`src/sv/srbcf_pkg.sv`:
```
// Package for the sprite RLE blitter: screen size, register and opcode codes,
// FSM states, controller/datapath command and status structs, cursor saturation.
// No dependencies.
`default_nettype none

package srbcf_pkg;

  localparam int SCREEN_WIDTH  = 256;
  localparam int SCREEN_HEIGHT = 192;

  localparam logic [5:0] CNT_MASK = 6'h3F;

  localparam int CFG_IDX_W  = 3;
  localparam int CFG_DATA_W = 12;

  typedef enum logic [CFG_IDX_W-1:0] {
    REG_ORIGIN_X,
    REG_ORIGIN_Y,
    REG_FLIP_MODE,
    REG_SPRITE_WIDTH,
    REG_SPRITE_HEIGHT
  } srbcf_reg_e;

  typedef enum logic [1:0] {
    OP_LITERAL,
    OP_FILL,
    OP_SKIP,
    OP_JUMP
  } srbcf_op_e;

  typedef enum logic [2:0] {
    ST_START,
    ST_OPCODE,
    ST_LIT,
    ST_FILL,
    ST_SKIPEXT,
    ST_JUMPEXT,
    ST_JUMPCOL,
    ST_DRAIN
  } srbcf_state_e;

  typedef struct packed {
    logic start;
    logic ld_run;
    logic lit;
    logic fill_ld;
    logic fill_step;
    logic mv_x_cnt;
    logic mv_x_byte;
    logic mv_y_cnt;
    logic mv_y_byte;
    logic set_col;
    logic end_mark;
  } srbcf_cmd_t;

  typedef struct packed {
    srbcf_op_e op;
    logic      cnt_zero;
    logic      byte_zero;
    logic      run_zero;
    logic      run_one;
    logic      out_free;
  } srbcf_sts_t;

  function automatic logic signed [12:0] sat13(input logic signed [14:0] v);
    logic signed [12:0] r;
    if (v > 15'sd4095) begin
      r = 13'sd4095;
    end else if (v < -15'sd4096) begin
      r = -13'sd4096;
    end else begin
      r = 13'(v);
    end
    return r;
  endfunction

endpackage

`default_nettype wire

```
`src/sv/srbcf_in_if.sv`:
```
// Input byte channel of the sprite RLE blitter.
// Depends on nothing.
`default_nettype none

interface srbcf_in_if;
  logic       valid;
  logic       ready;
  logic [7:0] stream_byte;

  modport source (output valid, output stream_byte, input ready);
  modport sink   (input valid, input stream_byte, output ready);
endinterface

`default_nettype wire

```
`src/sv/srbcf_out_if.sv`:
```
// Pixel write channel of the sprite RLE blitter.
// Depends on nothing.
`default_nettype none

interface srbcf_out_if;
  logic        valid;
  logic        ready;
  logic [15:0] pixel_address;
  logic [7:0]  pixel_colour;
  logic        is_write;
  logic        last_of_run;

  modport source (output valid, output pixel_address, output pixel_colour,
                  output is_write, output last_of_run, input ready);
  modport sink   (input valid, input pixel_address, input pixel_colour,
                  input is_write, input last_of_run, output ready);
endinterface

`default_nettype wire

```
`src/sv/srbcf_ctrl.sv`:
```
// Parser state machine of the sprite RLE blitter: steps through opcode and
// operand bytes, drains fill runs, issues datapath commands. Uses srbcf_pkg.
`default_nettype none

module srbcf_ctrl
  import srbcf_pkg::*;
(
  input  wire logic       clk_i,
  input  wire logic       rst_ni,
  input  wire logic       in_valid_i,
  output      logic       in_ready_o,
  input  wire srbcf_sts_t sts_i,
  output      srbcf_cmd_t cmd_o
);

  srbcf_state_e state_q, state_d;
  logic         fire;

  always_ff @(posedge clk_i or negedge rst_ni) begin
    if (!rst_ni) begin
      state_q <= ST_START;
    end else begin
      state_q <= state_d;
    end
  end

  always_comb begin
    state_d    = state_q;
    cmd_o      = '0;
    in_ready_o = (state_q != ST_DRAIN) && sts_i.out_free;
    fire       = in_valid_i && in_ready_o;
    case (state_q)
      ST_START, ST_OPCODE: begin
        if (fire) begin
          cmd_o.start = (state_q == ST_START);
          case (sts_i.op)
            OP_LITERAL: begin
              cmd_o.ld_run = 1'b1;
              state_d      = sts_i.cnt_zero ? ST_OPCODE : ST_LIT;
            end
            OP_FILL: begin
              cmd_o.ld_run = 1'b1;
              state_d      = ST_FILL;
            end
            OP_SKIP: begin
              if (sts_i.cnt_zero) begin
                state_d = ST_SKIPEXT;
              end else begin
                cmd_o.mv_x_cnt = 1'b1;
                state_d        = ST_OPCODE;
              end
            end
            OP_JUMP: begin
              if (sts_i.cnt_zero) begin
                state_d = ST_JUMPEXT;
              end else begin
                cmd_o.mv_y_cnt = 1'b1;
                state_d        = ST_JUMPCOL;
              end
            end
            default: state_d = ST_OPCODE;
          endcase
        end
      end
      ST_LIT: begin
        if (fire) begin
          cmd_o.lit = 1'b1;
          state_d   = sts_i.run_one ? ST_OPCODE : ST_LIT;
        end
      end
      ST_FILL: begin
        if (fire) begin
          cmd_o.fill_ld = 1'b1;
          state_d       = sts_i.run_zero ? ST_OPCODE : ST_DRAIN;
        end
      end
      ST_DRAIN: begin
        if (sts_i.out_free) begin
          cmd_o.fill_step = 1'b1;
          if (sts_i.run_one) begin
            state_d = ST_OPCODE;
          end
        end
      end
      ST_SKIPEXT: begin
        if (fire) begin
          cmd_o.mv_x_byte = 1'b1;
          state_d         = ST_OPCODE;
        end
      end
      ST_JUMPEXT: begin
        if (fire) begin
          if (sts_i.byte_zero) begin
            cmd_o.end_mark = 1'b1;
            state_d        = ST_START;
          end else begin
            cmd_o.mv_y_byte = 1'b1;
            state_d         = ST_JUMPCOL;
          end
        end
      end
      ST_JUMPCOL: begin
        if (fire) begin
          cmd_o.set_col = 1'b1;
          state_d       = ST_OPCODE;
        end
      end
      default: state_d = ST_START;
    endcase
  end

endmodule

`default_nettype wire

```
`src/sv/srbcf_dp.sv`:
```
// Datapath of the sprite RLE blitter: config registers, cursors with flip and
// saturation, clip test, run counter and the output register. Uses srbcf_pkg.
`default_nettype none

module srbcf_dp
  import srbcf_pkg::*;
(
  input  wire logic                  clk_i,
  input  wire logic                  rst_ni,
  input  wire logic                  cfg_we_i,
  input  wire logic [CFG_IDX_W-1:0]  cfg_idx_i,
  input  wire logic [CFG_DATA_W-1:0] cfg_wdata_i,
  input  wire logic [7:0]            in_byte_i,
  input  wire srbcf_cmd_t            cmd_i,
  output      srbcf_sts_t            sts_o,
  output      logic                  out_valid_o,
  input  wire logic                  out_ready_i,
  output      logic [15:0]           out_addr_o,
  output      logic [7:0]            out_colour_o,
  output      logic                  out_write_o,
  output      logic                  out_last_o
);

  localparam logic signed [13:0] SW_S = 14'(SCREEN_WIDTH);
  localparam logic signed [13:0] SH_S = 14'(SCREEN_HEIGHT);

  function automatic logic in_range(input logic signed [12:0] v, input int lim);
    return !v[12] && (v[11:0] < 12'(lim));
  endfunction

  logic signed [11:0] origin_x_q, origin_y_q;
  logic [1:0]         flip_mode_q;
  logic [9:0]         width_q, height_q;

  logic               hflip_q, hflip_d, vflip_q, vflip_d;
  logic signed [12:0] cx_q, cx_d, cy_q, cy_d, ls_q, ls_d;
  logic [5:0]         run_q, run_d;
  logic [7:0]         fill_col_q, fill_col_d;
  logic               suppress_q, suppress_d;

  logic               out_valid_q, out_valid_d;
  logic [15:0]        addr_q, addr_d;
  logic [7:0]         col_q, col_d;
  logic               wr_q, wr_d, last_q, last_d;

  logic signed [12:0] sx, sy, start_cx, start_cy, base_x, base_y, step_x, step_y;
  logic signed [12:0] col_x;
  logic signed [13:0] x2, y2;
  logic signed [14:0] sum_x, sum_y, sum_c;
  logic               hf, vf, start_sup, vis, out_free;
  logic [5:0]         cnt;
  logic [7:0]         dx, dy;

  always_ff @(posedge clk_i or negedge rst_ni) begin
    if (!rst_ni) begin
      origin_x_q  <= '0;
      origin_y_q  <= '0;
      flip_mode_q <= '0;
      width_q     <= 10'd1;
      height_q    <= 10'd1;
    end else if (cfg_we_i) begin
      case (srbcf_reg_e'(cfg_idx_i))
        REG_ORIGIN_X:      origin_x_q  <= cfg_wdata_i;
        REG_ORIGIN_Y:      origin_y_q  <= cfg_wdata_i;
        REG_FLIP_MODE:     flip_mode_q <= cfg_wdata_i[1:0];
        REG_SPRITE_WIDTH:  width_q     <= cfg_wdata_i[9:0];
        REG_SPRITE_HEIGHT: height_q    <= cfg_wdata_i[9:0];
        default: ;
      endcase
    end
  end

  always_comb begin
    cnt = in_byte_i[5:0] & CNT_MASK;

    sx       = 13'(origin_x_q);
    sy       = 13'(origin_y_q);
    x2       = 14'(sx) + 14'({4'b0, width_q}) - 14'sd1;
    y2       = 14'(sy) + 14'({4'b0, height_q}) - 14'sd1;
    start_cx = flip_mode_q[0] ? 13'(x2) : sx;
    start_cy = flip_mode_q[1] ? 13'(y2) : sy;
    start_sup = (14'(sy) >= SH_S) || (y2 < 14'sd0) ||
                (14'(sx) >= SW_S) || (x2 < 14'sd0);

    hf     = cmd_i.start ? flip_mode_q[0] : hflip_q;
    vf     = cmd_i.start ? flip_mode_q[1] : vflip_q;
    base_x = cmd_i.start ? start_cx : cx_q;
    base_y = cmd_i.start ? start_cy : cy_q;

    if (cmd_i.mv_x_cnt) begin
      dx = {2'b0, cnt};
    end else if (cmd_i.mv_x_byte) begin
      dx = in_byte_i;
    end else begin
      dx = 8'd1;
    end
    dy = cmd_i.mv_y_cnt ? {2'b0, cnt} : in_byte_i;

    sum_x  = hf ? (15'(base_x) - 15'({7'b0, dx})) : (15'(base_x) + 15'({7'b0, dx}));
    sum_y  = vf ? (15'(base_y) - 15'({7'b0, dy})) : (15'(base_y) + 15'({7'b0, dy}));
    sum_c  = hflip_q ? (15'(ls_q) - 15'({7'b0, in_byte_i}))
                     : (15'(ls_q) + 15'({7'b0, in_byte_i}));
    step_x = sat13(sum_x);
    step_y = sat13(sum_y);
    col_x  = sat13(sum_c);

    vis      = !suppress_q && in_range(cx_q, SCREEN_WIDTH) && in_range(cy_q, SCREEN_HEIGHT);
    out_free = !out_valid_q || out_ready_i;

    hflip_d    = hflip_q;
    vflip_d    = vflip_q;
    suppress_d = suppress_q;
    cx_d       = cx_q;
    cy_d       = cy_q;
    ls_d       = ls_q;
    run_d      = run_q;
    fill_col_d = fill_col_q;

    if (cmd_i.start) begin
      hflip_d    = flip_mode_q[0];
      vflip_d    = flip_mode_q[1];
      suppress_d = start_sup;
      cx_d       = start_cx;
      cy_d       = start_cy;
      ls_d       = start_cx;
      run_d      = '0;
    end
    if (cmd_i.mv_x_cnt || cmd_i.mv_x_byte || cmd_i.lit || cmd_i.fill_step) begin
      cx_d = step_x;
    end else if (cmd_i.set_col) begin
      cx_d = col_x;
    end
    if (cmd_i.mv_y_cnt || cmd_i.mv_y_byte) begin
      cy_d = step_y;
    end
    if (cmd_i.ld_run) begin
      run_d = cnt;
    end else if (cmd_i.lit || cmd_i.fill_step) begin
      run_d = run_q - 6'd1;
    end
    if (cmd_i.fill_ld) begin
      fill_col_d = in_byte_i;
    end

    out_valid_d = out_valid_q && !out_ready_i;
    addr_d      = addr_q;
    col_d       = col_q;
    wr_d        = wr_q;
    last_d      = last_q;
    if ((cmd_i.lit || cmd_i.fill_step) && vis) begin
      out_valid_d = 1'b1;
      addr_d      = 16'(16'(cy_q) * 16'(SCREEN_WIDTH)) + 16'(cx_q);
      col_d       = cmd_i.lit ? in_byte_i : fill_col_q;
      wr_d        = 1'b1;
      last_d      = cmd_i.lit || (run_q == 6'd1) || !in_range(step_x, SCREEN_WIDTH);
    end else if (cmd_i.end_mark) begin
      out_valid_d = 1'b1;
      addr_d      = '0;
      col_d       = '0;
      wr_d        = 1'b0;
      last_d      = 1'b1;
    end
  end

  always_ff @(posedge clk_i or negedge rst_ni) begin
    if (!rst_ni) begin
      hflip_q     <= 1'b0;
      vflip_q     <= 1'b0;
      suppress_q  <= 1'b0;
      cx_q        <= '0;
      cy_q        <= '0;
      ls_q        <= '0;
      run_q       <= '0;
      out_valid_q <= 1'b0;
    end else begin
      hflip_q     <= hflip_d;
      vflip_q     <= vflip_d;
      suppress_q  <= suppress_d;
      cx_q        <= cx_d;
      cy_q        <= cy_d;
      ls_q        <= ls_d;
      run_q       <= run_d;
      out_valid_q <= out_valid_d;
    end
  end

  always_ff @(posedge clk_i) begin
    fill_col_q <= fill_col_d;
    addr_q     <= addr_d;
    col_q      <= col_d;
    wr_q       <= wr_d;
    last_q     <= last_d;
  end

  always_comb begin
    sts_o.op        = srbcf_op_e'(in_byte_i[7:6]);
    sts_o.cnt_zero  = (cnt == 6'd0);
    sts_o.byte_zero = (in_byte_i == 8'd0);
    sts_o.run_zero  = (run_q == 6'd0);
    sts_o.run_one   = (run_q == 6'd1);
    sts_o.out_free  = out_free;
  end

  assign out_valid_o  = out_valid_q;
  assign out_addr_o   = addr_q;
  assign out_colour_o = col_q;
  assign out_write_o  = wr_q;
  assign out_last_o   = last_q;

endmodule

`default_nettype wire

```
`src/sv/sprite_rle_blitter_clip_flip_unit.sv`:
```
// Top level of the sprite RLE blitter: parser FSM plus cursor/clip datapath.
// Uses srbcf_pkg, srbcf_in_if, srbcf_out_if, srbcf_ctrl, srbcf_dp.
//
//   channel | direction | payload
//   in_i    | sink      | stream_byte
//   out_o   | source    | pixel_address, pixel_colour, is_write, last_of_run
//   cfg     | write     | cfg_we_i, cfg_idx_i, cfg_wdata_i
//
// A fill colour byte with count N starts a drain of N pixel steps, one pixel per
// cycle while the output register is free; input waits until the drain ends.
// One output register holds each result; a stall there holds input.
// Reset clears parser, cursors and registers; no clearing pass.
`default_nettype none

module sprite_rle_blitter_clip_flip_unit
  import srbcf_pkg::*;
(
  input  wire logic                  clk_i,
  input  wire logic                  rst_ni,
  input  wire logic                  cfg_we_i,
  input  wire logic [CFG_IDX_W-1:0]  cfg_idx_i,
  input  wire logic [CFG_DATA_W-1:0] cfg_wdata_i,
  srbcf_in_if.sink                   in_i,
  srbcf_out_if.source                out_o
);

  srbcf_cmd_t cmd;
  srbcf_sts_t sts;

  srbcf_ctrl u_ctrl (
    .clk_i      (clk_i),
    .rst_ni     (rst_ni),
    .in_valid_i (in_i.valid),
    .in_ready_o (in_i.ready),
    .sts_i      (sts),
    .cmd_o      (cmd)
  );

  srbcf_dp u_dp (
    .clk_i        (clk_i),
    .rst_ni       (rst_ni),
    .cfg_we_i     (cfg_we_i),
    .cfg_idx_i    (cfg_idx_i),
    .cfg_wdata_i  (cfg_wdata_i),
    .in_byte_i    (in_i.stream_byte),
    .cmd_i        (cmd),
    .sts_o        (sts),
    .out_valid_o  (out_o.valid),
    .out_ready_i  (out_o.ready),
    .out_addr_o   (out_o.pixel_address),
    .out_colour_o (out_o.pixel_colour),
    .out_write_o  (out_o.is_write),
    .out_last_o   (out_o.last_of_run)
  );

endmodule

`default_nettype wire

```
`src/flat_wrapper.sv`:
```
// flat-port wrapper written by rule: the top's interface ports become plain ports
module sprite_rle_blitter_clip_flip_unit_flat import srbcf_pkg::*;
  (clk_i, rst_ni, cfg_we_i, cfg_idx_i, cfg_wdata_i, in_i_valid, in_i_stream_byte, in_i_ready, out_o_valid, out_o_pixel_address, out_o_pixel_colour, out_o_is_write, out_o_last_of_run, out_o_ready);
  srbcf_in_if in_i_i ();
  srbcf_out_if out_o_i ();
  input  wire logic clk_i;
  input  wire logic rst_ni;
  input  wire logic cfg_we_i;
  input  wire logic [CFG_IDX_W-1:0] cfg_idx_i;
  input  wire logic [CFG_DATA_W-1:0] cfg_wdata_i;
  input wire logic [$bits(in_i_i.valid)-1:0] in_i_valid;
  input wire logic [$bits(in_i_i.stream_byte)-1:0] in_i_stream_byte;
  output wire logic [$bits(in_i_i.ready)-1:0] in_i_ready;
  output wire logic [$bits(out_o_i.valid)-1:0] out_o_valid;
  output wire logic [$bits(out_o_i.pixel_address)-1:0] out_o_pixel_address;
  output wire logic [$bits(out_o_i.pixel_colour)-1:0] out_o_pixel_colour;
  output wire logic [$bits(out_o_i.is_write)-1:0] out_o_is_write;
  output wire logic [$bits(out_o_i.last_of_run)-1:0] out_o_last_of_run;
  input wire logic [$bits(out_o_i.ready)-1:0] out_o_ready;
  assign in_i_i.valid = in_i_valid;
  assign in_i_i.stream_byte = in_i_stream_byte;
  assign in_i_ready = in_i_i.ready;
  assign out_o_valid = out_o_i.valid;
  assign out_o_pixel_address = out_o_i.pixel_address;
  assign out_o_pixel_colour = out_o_i.pixel_colour;
  assign out_o_is_write = out_o_i.is_write;
  assign out_o_last_of_run = out_o_i.last_of_run;
  assign out_o_i.ready = out_o_ready;
  sprite_rle_blitter_clip_flip_unit u_core (.clk_i(clk_i), .rst_ni(rst_ni), .cfg_we_i(cfg_we_i), .cfg_idx_i(cfg_idx_i), .cfg_wdata_i(cfg_wdata_i), .in_i(in_i_i), .out_o(out_o_i));
endmodule
```
`config.mk`:
```
export PLATFORM = sky130hd
export DESIGN_NAME = sprite_rle_blitter_clip_flip_unit_flat
export DESIGN_NICKNAME = d
export VERILOG_FILES = /design/src/sv/srbcf_pkg.sv /design/src/sv/srbcf_in_if.sv /design/src/sv/srbcf_out_if.sv /design/src/sv/srbcf_ctrl.sv /design/src/sv/srbcf_dp.sv /design/src/sv/sprite_rle_blitter_clip_flip_unit.sv /design/src/flat_wrapper.sv
export SDC_FILE = /design/constraint.sdc
export NUM_CORES = 1
export LEC_CHECK = 0
export BUFFER_PORTS_ARGS = -buffer_cell sky130_fd_sc_hd__buf_4
export CELL_PAD_IN_SITES_DETAIL_PLACEMENT = 1
export CELL_PAD_IN_SITES_GLOBAL_PLACEMENT = 2
export CORE_AREA = 2 2 115 229
export CTS_CLUSTER_SIZE = 24
export DETAILED_ROUTE_END_ITERATION = 8
export DIE_AREA = 0 0 117 231
export GPL_ROUTABILITY_DRIVEN = 1
export PLACE_DENSITY_LB_ADDON = 0.08
export REMOVE_ABC_BUFFERS = 1
export SYNTH_ARGS = -nofsm -noshare
export SYNTH_HDL_FRONTEND = slang
export SYNTH_SLANG_ARGS = --single-unit
```
`constraint.sdc`:
```
create_clock -name clk_i -period 13.89 [get_ports clk_i]
set_input_delay 1.389 -clock clk_i [delete_from_list [all_inputs] [get_ports clk_i]]
set_output_delay 1.389 -clock clk_i [all_outputs]
set_load 0.005 [all_outputs]
```
After elaboration in Yosys (flattened, before gate mapping)
Index checks and enable logic that the tools add are counted.
{"block": "totals", "output_inout_bits": 28, "wordCells": 182, "inputBits": 28, "register_bits": 132}
{"block": "classes", "n_mux": 71, "n_eq_ne": 23, "add_sub_neg": 12, "order_cmp": 13, "n_reduce_logical": 44}
{"op": "2-to-1 mux 13 bit", "n": 13}
{"op": "2-to-1 mux 8 bit", "n": 6}
{"op": "> comparator 15 x 13 -> 1 bit (second input constant)", "n": 3}
{"op": "< comparator 15 x 13 -> 1 bit (second input constant)", "n": 3}
{"op": "2-to-1 mux 15 bit", "n": 3}
{"op": "adder 13 x 9 -> 14 bit", "n": 3}
{"op": "subtractor 13 x 9 -> 14 bit", "n": 3}
{"op": "2-to-1 mux 16 bit", "n": 2}
{"op": "2-to-1 mux 3 bit", "n": 10}
{"op": "< comparator 14 x 1 -> 1 bit (second input constant)", "n": 2}
{"op": "subtractor 13 x 2 -> 14 bit (second input constant)", "n": 2}
{"op": "2-to-1 mux 1 bit", "n": 27}
{"op": "adder 12 x 11 -> 13 bit", "n": 2}
{"op": "< comparator 12 x 9 -> 1 bit (second input constant)", "n": 2}
{"op": "2-to-1 mux 6 bit", "n": 3}
{"op": "one-hot mux 3 bit (6 select lines)", "n": 1}
{"op": "adder 16 x 13 -> 16 bit", "n": 1}
{"op": "equality test 3 bit (second input constant)", "n": 5}
{"op": "equality test 3 x 2 -> 1 bit (second input constant)", "n": 4}
{"op": "greater-or-equal comparator 12 x 10 -> 1 bit (second input constant)", "n": 1}
{"op": "greater-or-equal comparator 12 x 9 -> 1 bit (second input constant)", "n": 1}
{"op": "logical NOT 6 bit", "n": 2}
{"op": "< comparator 12 x 8 -> 1 bit (second input constant)", "n": 1}
{"op": "inequality test 2 bit (second input constant)", "n": 6}
{"op": "other kinds (20)", "n": 57}

Logic depth before layout (Yosys ltp)
{"block": "logic_depth", "word_depth": 18, "depth_mapped": 23}

Modules after synthesis
A second synthesis with hierarchy kept.
{"block": "unflattened", "hier_cells": 1203, "hier_area_um2": 10277.4}
{"mod": "srbcf_dp", "cells_each": 1151, "area_each_um2": 9864.5, "seq_area_each_um2": 3390.8, "n_inst": 1}
{"mod": "srbcf_ctrl", "cells_each": 52, "area_each_um2": 412.9, "seq_area_each_um2": 75.1, "n_inst": 1}

Least setup slack after synthesis
No wires, ideal clock.
{"block": "synth_timing", "path_kind": "input port to flip-flop", "start": "input port out_o_ready", "end": "register u_core.u_dp.cx_q[1]", "arrival_time_ps": 5256, "path_buffers": 1, "setup_time_ps": 126, "t_required_ps": 13764, "path_stages": 19, "slack_ps": 8508, "path_cell_list": "nand2b_1 -> buf_6 -> nand2_1 -> nor2_1 -> nand2_1 -> o21ai_1 -> nand2_1 -> ha_1 -> a21oi_1 -> o22ai_1 -> a31o_2 -> ha_1 -> o21ai_0 -> o21ai_0 -> nand3b_1 -> a311oi_1 -> xor2_1 -> maj3_1 -> a221o_1"}
{"block": "synth_via", "elab_chain_len": 13, "elab_cells_between_ends": 29, "cone_classes": "add/sub: 2; order compare: 2; mux: 19; reduce/logical: 6"}
{"item": "from (decl)", "line": "flat_wrapper.sv:19", "rtl": "input wire logic [$bits(out_o_i.ready)-1:0] out_o_ready;"}
{"item": "logical OR 1 bit (*)", "line": "srbcf_dp.sv:108", "rtl": "out_free = !out_valid_q || out_ready_i;"}
{"item": "logical AND 1 bit", "line": "srbcf_ctrl.sv:30", "rtl": "in_ready_o = (state_q != ST_DRAIN) && sts_i.out_free;"}
{"item": "logical AND 1 bit", "line": "srbcf_ctrl.sv:31", "rtl": "fire = in_valid_i && in_ready_o;"}
{"item": "2-to-1 mux 1 bit", "line": "srbcf_ctrl.sv:66, srbcf_ctrl.sv:86, srbcf_ctrl.sv:103"}
{"item": "2-to-1 mux 1 bit", "line": "srbcf_ctrl.sv:32", "rtl": "case (state_q)"}
{"item": "2-to-1 mux 8 bit", "line": "srbcf_dp.sv:92", "rtl": "end else if (cmd_i.mv_x_byte) begin"}
{"item": "2-to-1 mux 8 bit", "line": "srbcf_dp.sv:90", "rtl": "if (cmd_i.mv_x_cnt) begin"}
{"item": "adder 13 x 9 -> 14 bit / subtractor 13 x 9 -> 14 bit (equally long branches)", "line": "srbcf_dp.sv:99", "rtl": "sum_x = hf ? (15'(base_x) - 15'({7'b0, dx})) : (15'(base_x) + 15'({7'b0, dx}));"}
{"item": "2-to-1 mux 15 bit", "line": "srbcf_dp.sv:99"}
{"item": "< comparator 15 x 13 -> 1 bit", "line": "srbcf_pkg.sv:69", "rtl": "end else if (v < -15'sd4096) begin"}
{"item": "2-to-1 mux 13 bit", "line": "srbcf_pkg.sv:69"}
{"item": "2-to-1 mux 13 bit", "line": "srbcf_pkg.sv:67", "rtl": "if (v > 15'sd4095) begin"}
{"item": "2-to-1 mux 13 bit (*)", "line": "srbcf_dp.sv:128", "rtl": "if (cmd_i.mv_x_cnt || cmd_i.mv_x_byte || cmd_i.lit || cmd_i.fill_step) begin"}
{"item": "net u_core.u_dp.cx_d[1]", "line": "srbcf_dp.sv:36", "rtl": "logic signed [12:0] cx_q, cx_d, cy_q, cy_d, ls_q, ls_d;"}
{"item": "to (signal assigned)", "line": "srbcf_dp.sv:170", "rtl": "cx_q <= '0;"}
{"item": "to (signal assigned)", "line": "srbcf_dp.sv:179", "rtl": "cx_q <= cx_d;"}
{"item": "to (decl)", "line": "srbcf_dp.sv:36"}
The timed path passes the listed nets; every way through them passes the cells marked *.
A chain may end at the register's enable or synchronous reset.

Worst setup path after layout
{"block": "layout_timing", "start": "input port out_o_ready", "end": "register u_core.u_dp.cx_q[11]"}
Same word-level chain as after synthesis.

==> impl_metrics.toml <==
[outcome]
outcome = "completed"

[pwr]
total_leakage_power_nw = 5.17
p_total_mw = 3.40
vdd_ir_drop_max_v = 0.000208
p_per_area_nw_per_um2 = 287

[worst_setup_path]
crit_type = "primary input to register"
end_kind = "register"
cp.required_ps = 14240
cp_slowest_cell = "xor2_1"
critical_path_peak_fanout = 12
crit_arrival_ps = 6810
reg2reg_from = "u_core.u_dp.origin_x_q[1]"
r2r_cells = 20
cp_common_cell = "nand2_1"
slowest_delay_ps = 710
cp_cell_sequence = "buf_4 > nand2b_1 > nand2_1 > nor2_1 > nand2_1 > o21ai_1 > nand2_1 > ha_1 > a21oi_1 > o22ai_1 > a31o_2 > ha_1 > nor3_1 > nand2b_1 > o211ai_1 > o21ai_0 > a41o_1 > xor2_1 > o21ai_1 > o211ai_1"
worstSetupStartpoint = "out_o_ready"
cp-start-kind = "primary input"

[timing]
fmax_mhz = 155
tns_ps = 0
fin_crit_sh_pct = 46.5
slew_viol_final = 0
slew_headroom_pct = 19.7
skew_ps = 8.09
finalHoldViolations = 0
period_minus_slack_ps = 6460
fin_ws_ps = 7430
worstMarginPinSlew_ps = 1200
setup_viol = 0
rsz0062_at_grt = "no"

[global_route]
grt_max_degree = 65
antenna_found_initial = 0
track_usage_pct = 26.8
grt_pass1_wl_mm = 54.2
grt.overflow.total = 0
first_global_vias = 9582

[clock_tree]
clockRootBuffer = "clkbuf_16"
cts_buffer_depth = 2
h-tree-depth = 4
path_clk_slew_ps = 60
cts_tree = "yes"
postCtsHoldBufs = 0
ctsResizeCount = 0
clk_latency_ps = 440
cts_sinks = 132
cts_setup_buffers = 0
cts_buffers = 17

[logic_synthesis]
synth_edf_count = 33
yosysWarnings = 0
syn_inst = 1228
synth_flop_cell = "dfrtp_1"
ys_seq_area_share_pct = 32.9
synthesis.area_um2 = 10500
ys_ff_latch = 132
synthDistinctLibCells = 83
syn_area_per_cell_um2 = 8.58
async_reset_ff_share_pct = 74.2

[placement]
port_buffers = 55
dp_hpwl_mm = 26.6
place_ws_ps = 7120
place_congestion = 0.891

[hold_path]
holdPathStages = 2
hold_path_class = "register to register"
hp-start = "u_core.u_dp.out_write_o"

[die]
initial_core_util_pct = 41.4
rows = 83
io_pins = 56
dieHeight_um = 231
core_um2 = 25400
die_width_um = 117
die_area_um2 = 27000

[detailed_routing]
final_antenna_net_count = 0
drtPass1Iterations = 5
vias_per_cell = 5.64
drtIter0Drc = 390
drc = 0
dr_total_vias = 9137
wire_per_inst_um = 21.3
routed_wl_mm = 34.5

[final_layout]
syn2layout_area_growth_pct = 12.2
layout.nets = 1395
diodes = 0
final_cell_mix = "126 x inv_1, 111 x nor2_1, 108 x o21ai_0"
drive_above_1_share_pct = 10.8
final_common_cell = "inv_1"

[run]
maxCapViolations = 0
-- Yosys cell counts (all sizes together), types with 13 or more instances --
cell type / n / area share, %
a211oi: 24 / 1.7
a21o: 18 / 1.3
a21oi: 89 / 4.3
and2: 14 / 0.83
clkbuf: 34 / 1.5
dfrtp: 96 / 23
edfxtp: 33 / 9.4
ha: 95 / 11
inv: 126 / 4.5
mux2: 14 / 1.5
mux2i: 16 / 1.5
nand2: 105 / 3.7
nand2b: 13 / 0.77
nand3: 16 / 0.81
nor2: 111 / 4.0
nor3: 24 / 1.2
o211ai: 20 / 1.4
o21a: 16 / 1.1
o21ai: 113 / 5.4
xnor2: 54 / 4.7
xor2: 16 / 1.3
-- cell type report --
cell class              instances  area (um^2)
fillers                      3034        13600
multi-input cells             923         6350
clock buffers                  23          479
well taps                     340          425
clock inverters                 9          126
flip-flops and latches        132         3470
inverters                     126          473
repair buffers                 66          495
-- cells by family after synthesis --
kind of cell / count (synthesis) / share of synthesized area, %
AO/OA/AOI/OAI: 369 / 22.2
AND/OR/NAND/NOR: 346 / 15.6
buffers and inverters: 173 / 7.10
flip-flops: 132 / 32.9
adder cells (fa/ha/maj): 108 / 13.1
XOR/XNOR: 70 / 6.07
multiplexers: 30 / 3.02
-- sequential cells by signal (all words and copies together) (netlist names) --
register and cells:
u_core.u_ctrl.state_q 3, u_core.u_dp.cx_q 13, u_core.u_dp.cy_q 13, u_core.u_dp.fill_col_q 8, u_core.u_dp.flip_mode_q 2, u_core.u_dp.height_q 10, u_core.u_dp.hflip_q 1, u_core.u_dp.ls_q 13
u_core.u_dp.origin_x_q 12, u_core.u_dp.origin_y_q 12, u_core.u_dp.out_addr_o 16, u_core.u_dp.out_colour_o 8, u_core.u_dp.out_last_o 1, u_core.u_dp.out_valid_o 1, u_core.u_dp.out_write_o 1, u_core.u_dp.run_q 6
u_core.u_dp.suppress_q 1, u_core.u_dp.vflip_q 1, u_core.u_dp.width_q 10
-- per-stage QoR --
step	hold WS, ps	util [%]	instances	area, um^2
after global placement	453	44.1	1587	11200
after CTS	482	46.4	1619	11800
after floorplan	450	-	1181	10300
final	477	46.4	1619	11800
after detailed placement	468	44.1	1587	11200
after global routing	511	46.4	1619	11800
-- where the power goes --
group	leakage (nW)	total [mW]	internal, mW	switching, mW
clock	0.296	0.474	0.296	0.178
sequential	1.44	0.614	0.510	0.104
combinational	3.43	2.31	0.917	1.39
-- critical path, delay by kind of cell --
family          cells  cell delay [ps]
simple gates        7             1650
compound gates      9             2480
xor+xnor            1              710
fa+ha+maj           2              490
buf+inv             1               80
-- layer usage --
layer	up-vias	routed length [um]	GRT usage, %	share of wire [%]
met5	-	0	0	0
met4	0	1250	10.2	3.6
met3	45	611	3.15	1.8
met2	108	17400	45.8	51
met1	4558	15200	33.9	44
li1	4426	-	-	-
-- path summary, 6_finish.rpt --
| kind | slack [ps] | to |
|---|---|---|
| max | 7430 | u_core.u_dp.cx_q[11] |
| max in group asynchronous | 11680 | u_core.u_dp.cx_q[4] |
| min | 480 | u_core.u_dp.out_write_o |
| max reg2reg | 8020 | u_core.u_dp.cx_q[11] |
| min reg2reg | 480 | u_core.u_dp.out_write_o |
| min in group asynchronous | 890 | u_core.u_dp.width_q[4] |
No activity file was read; power rests on OpenSTA's default activity.
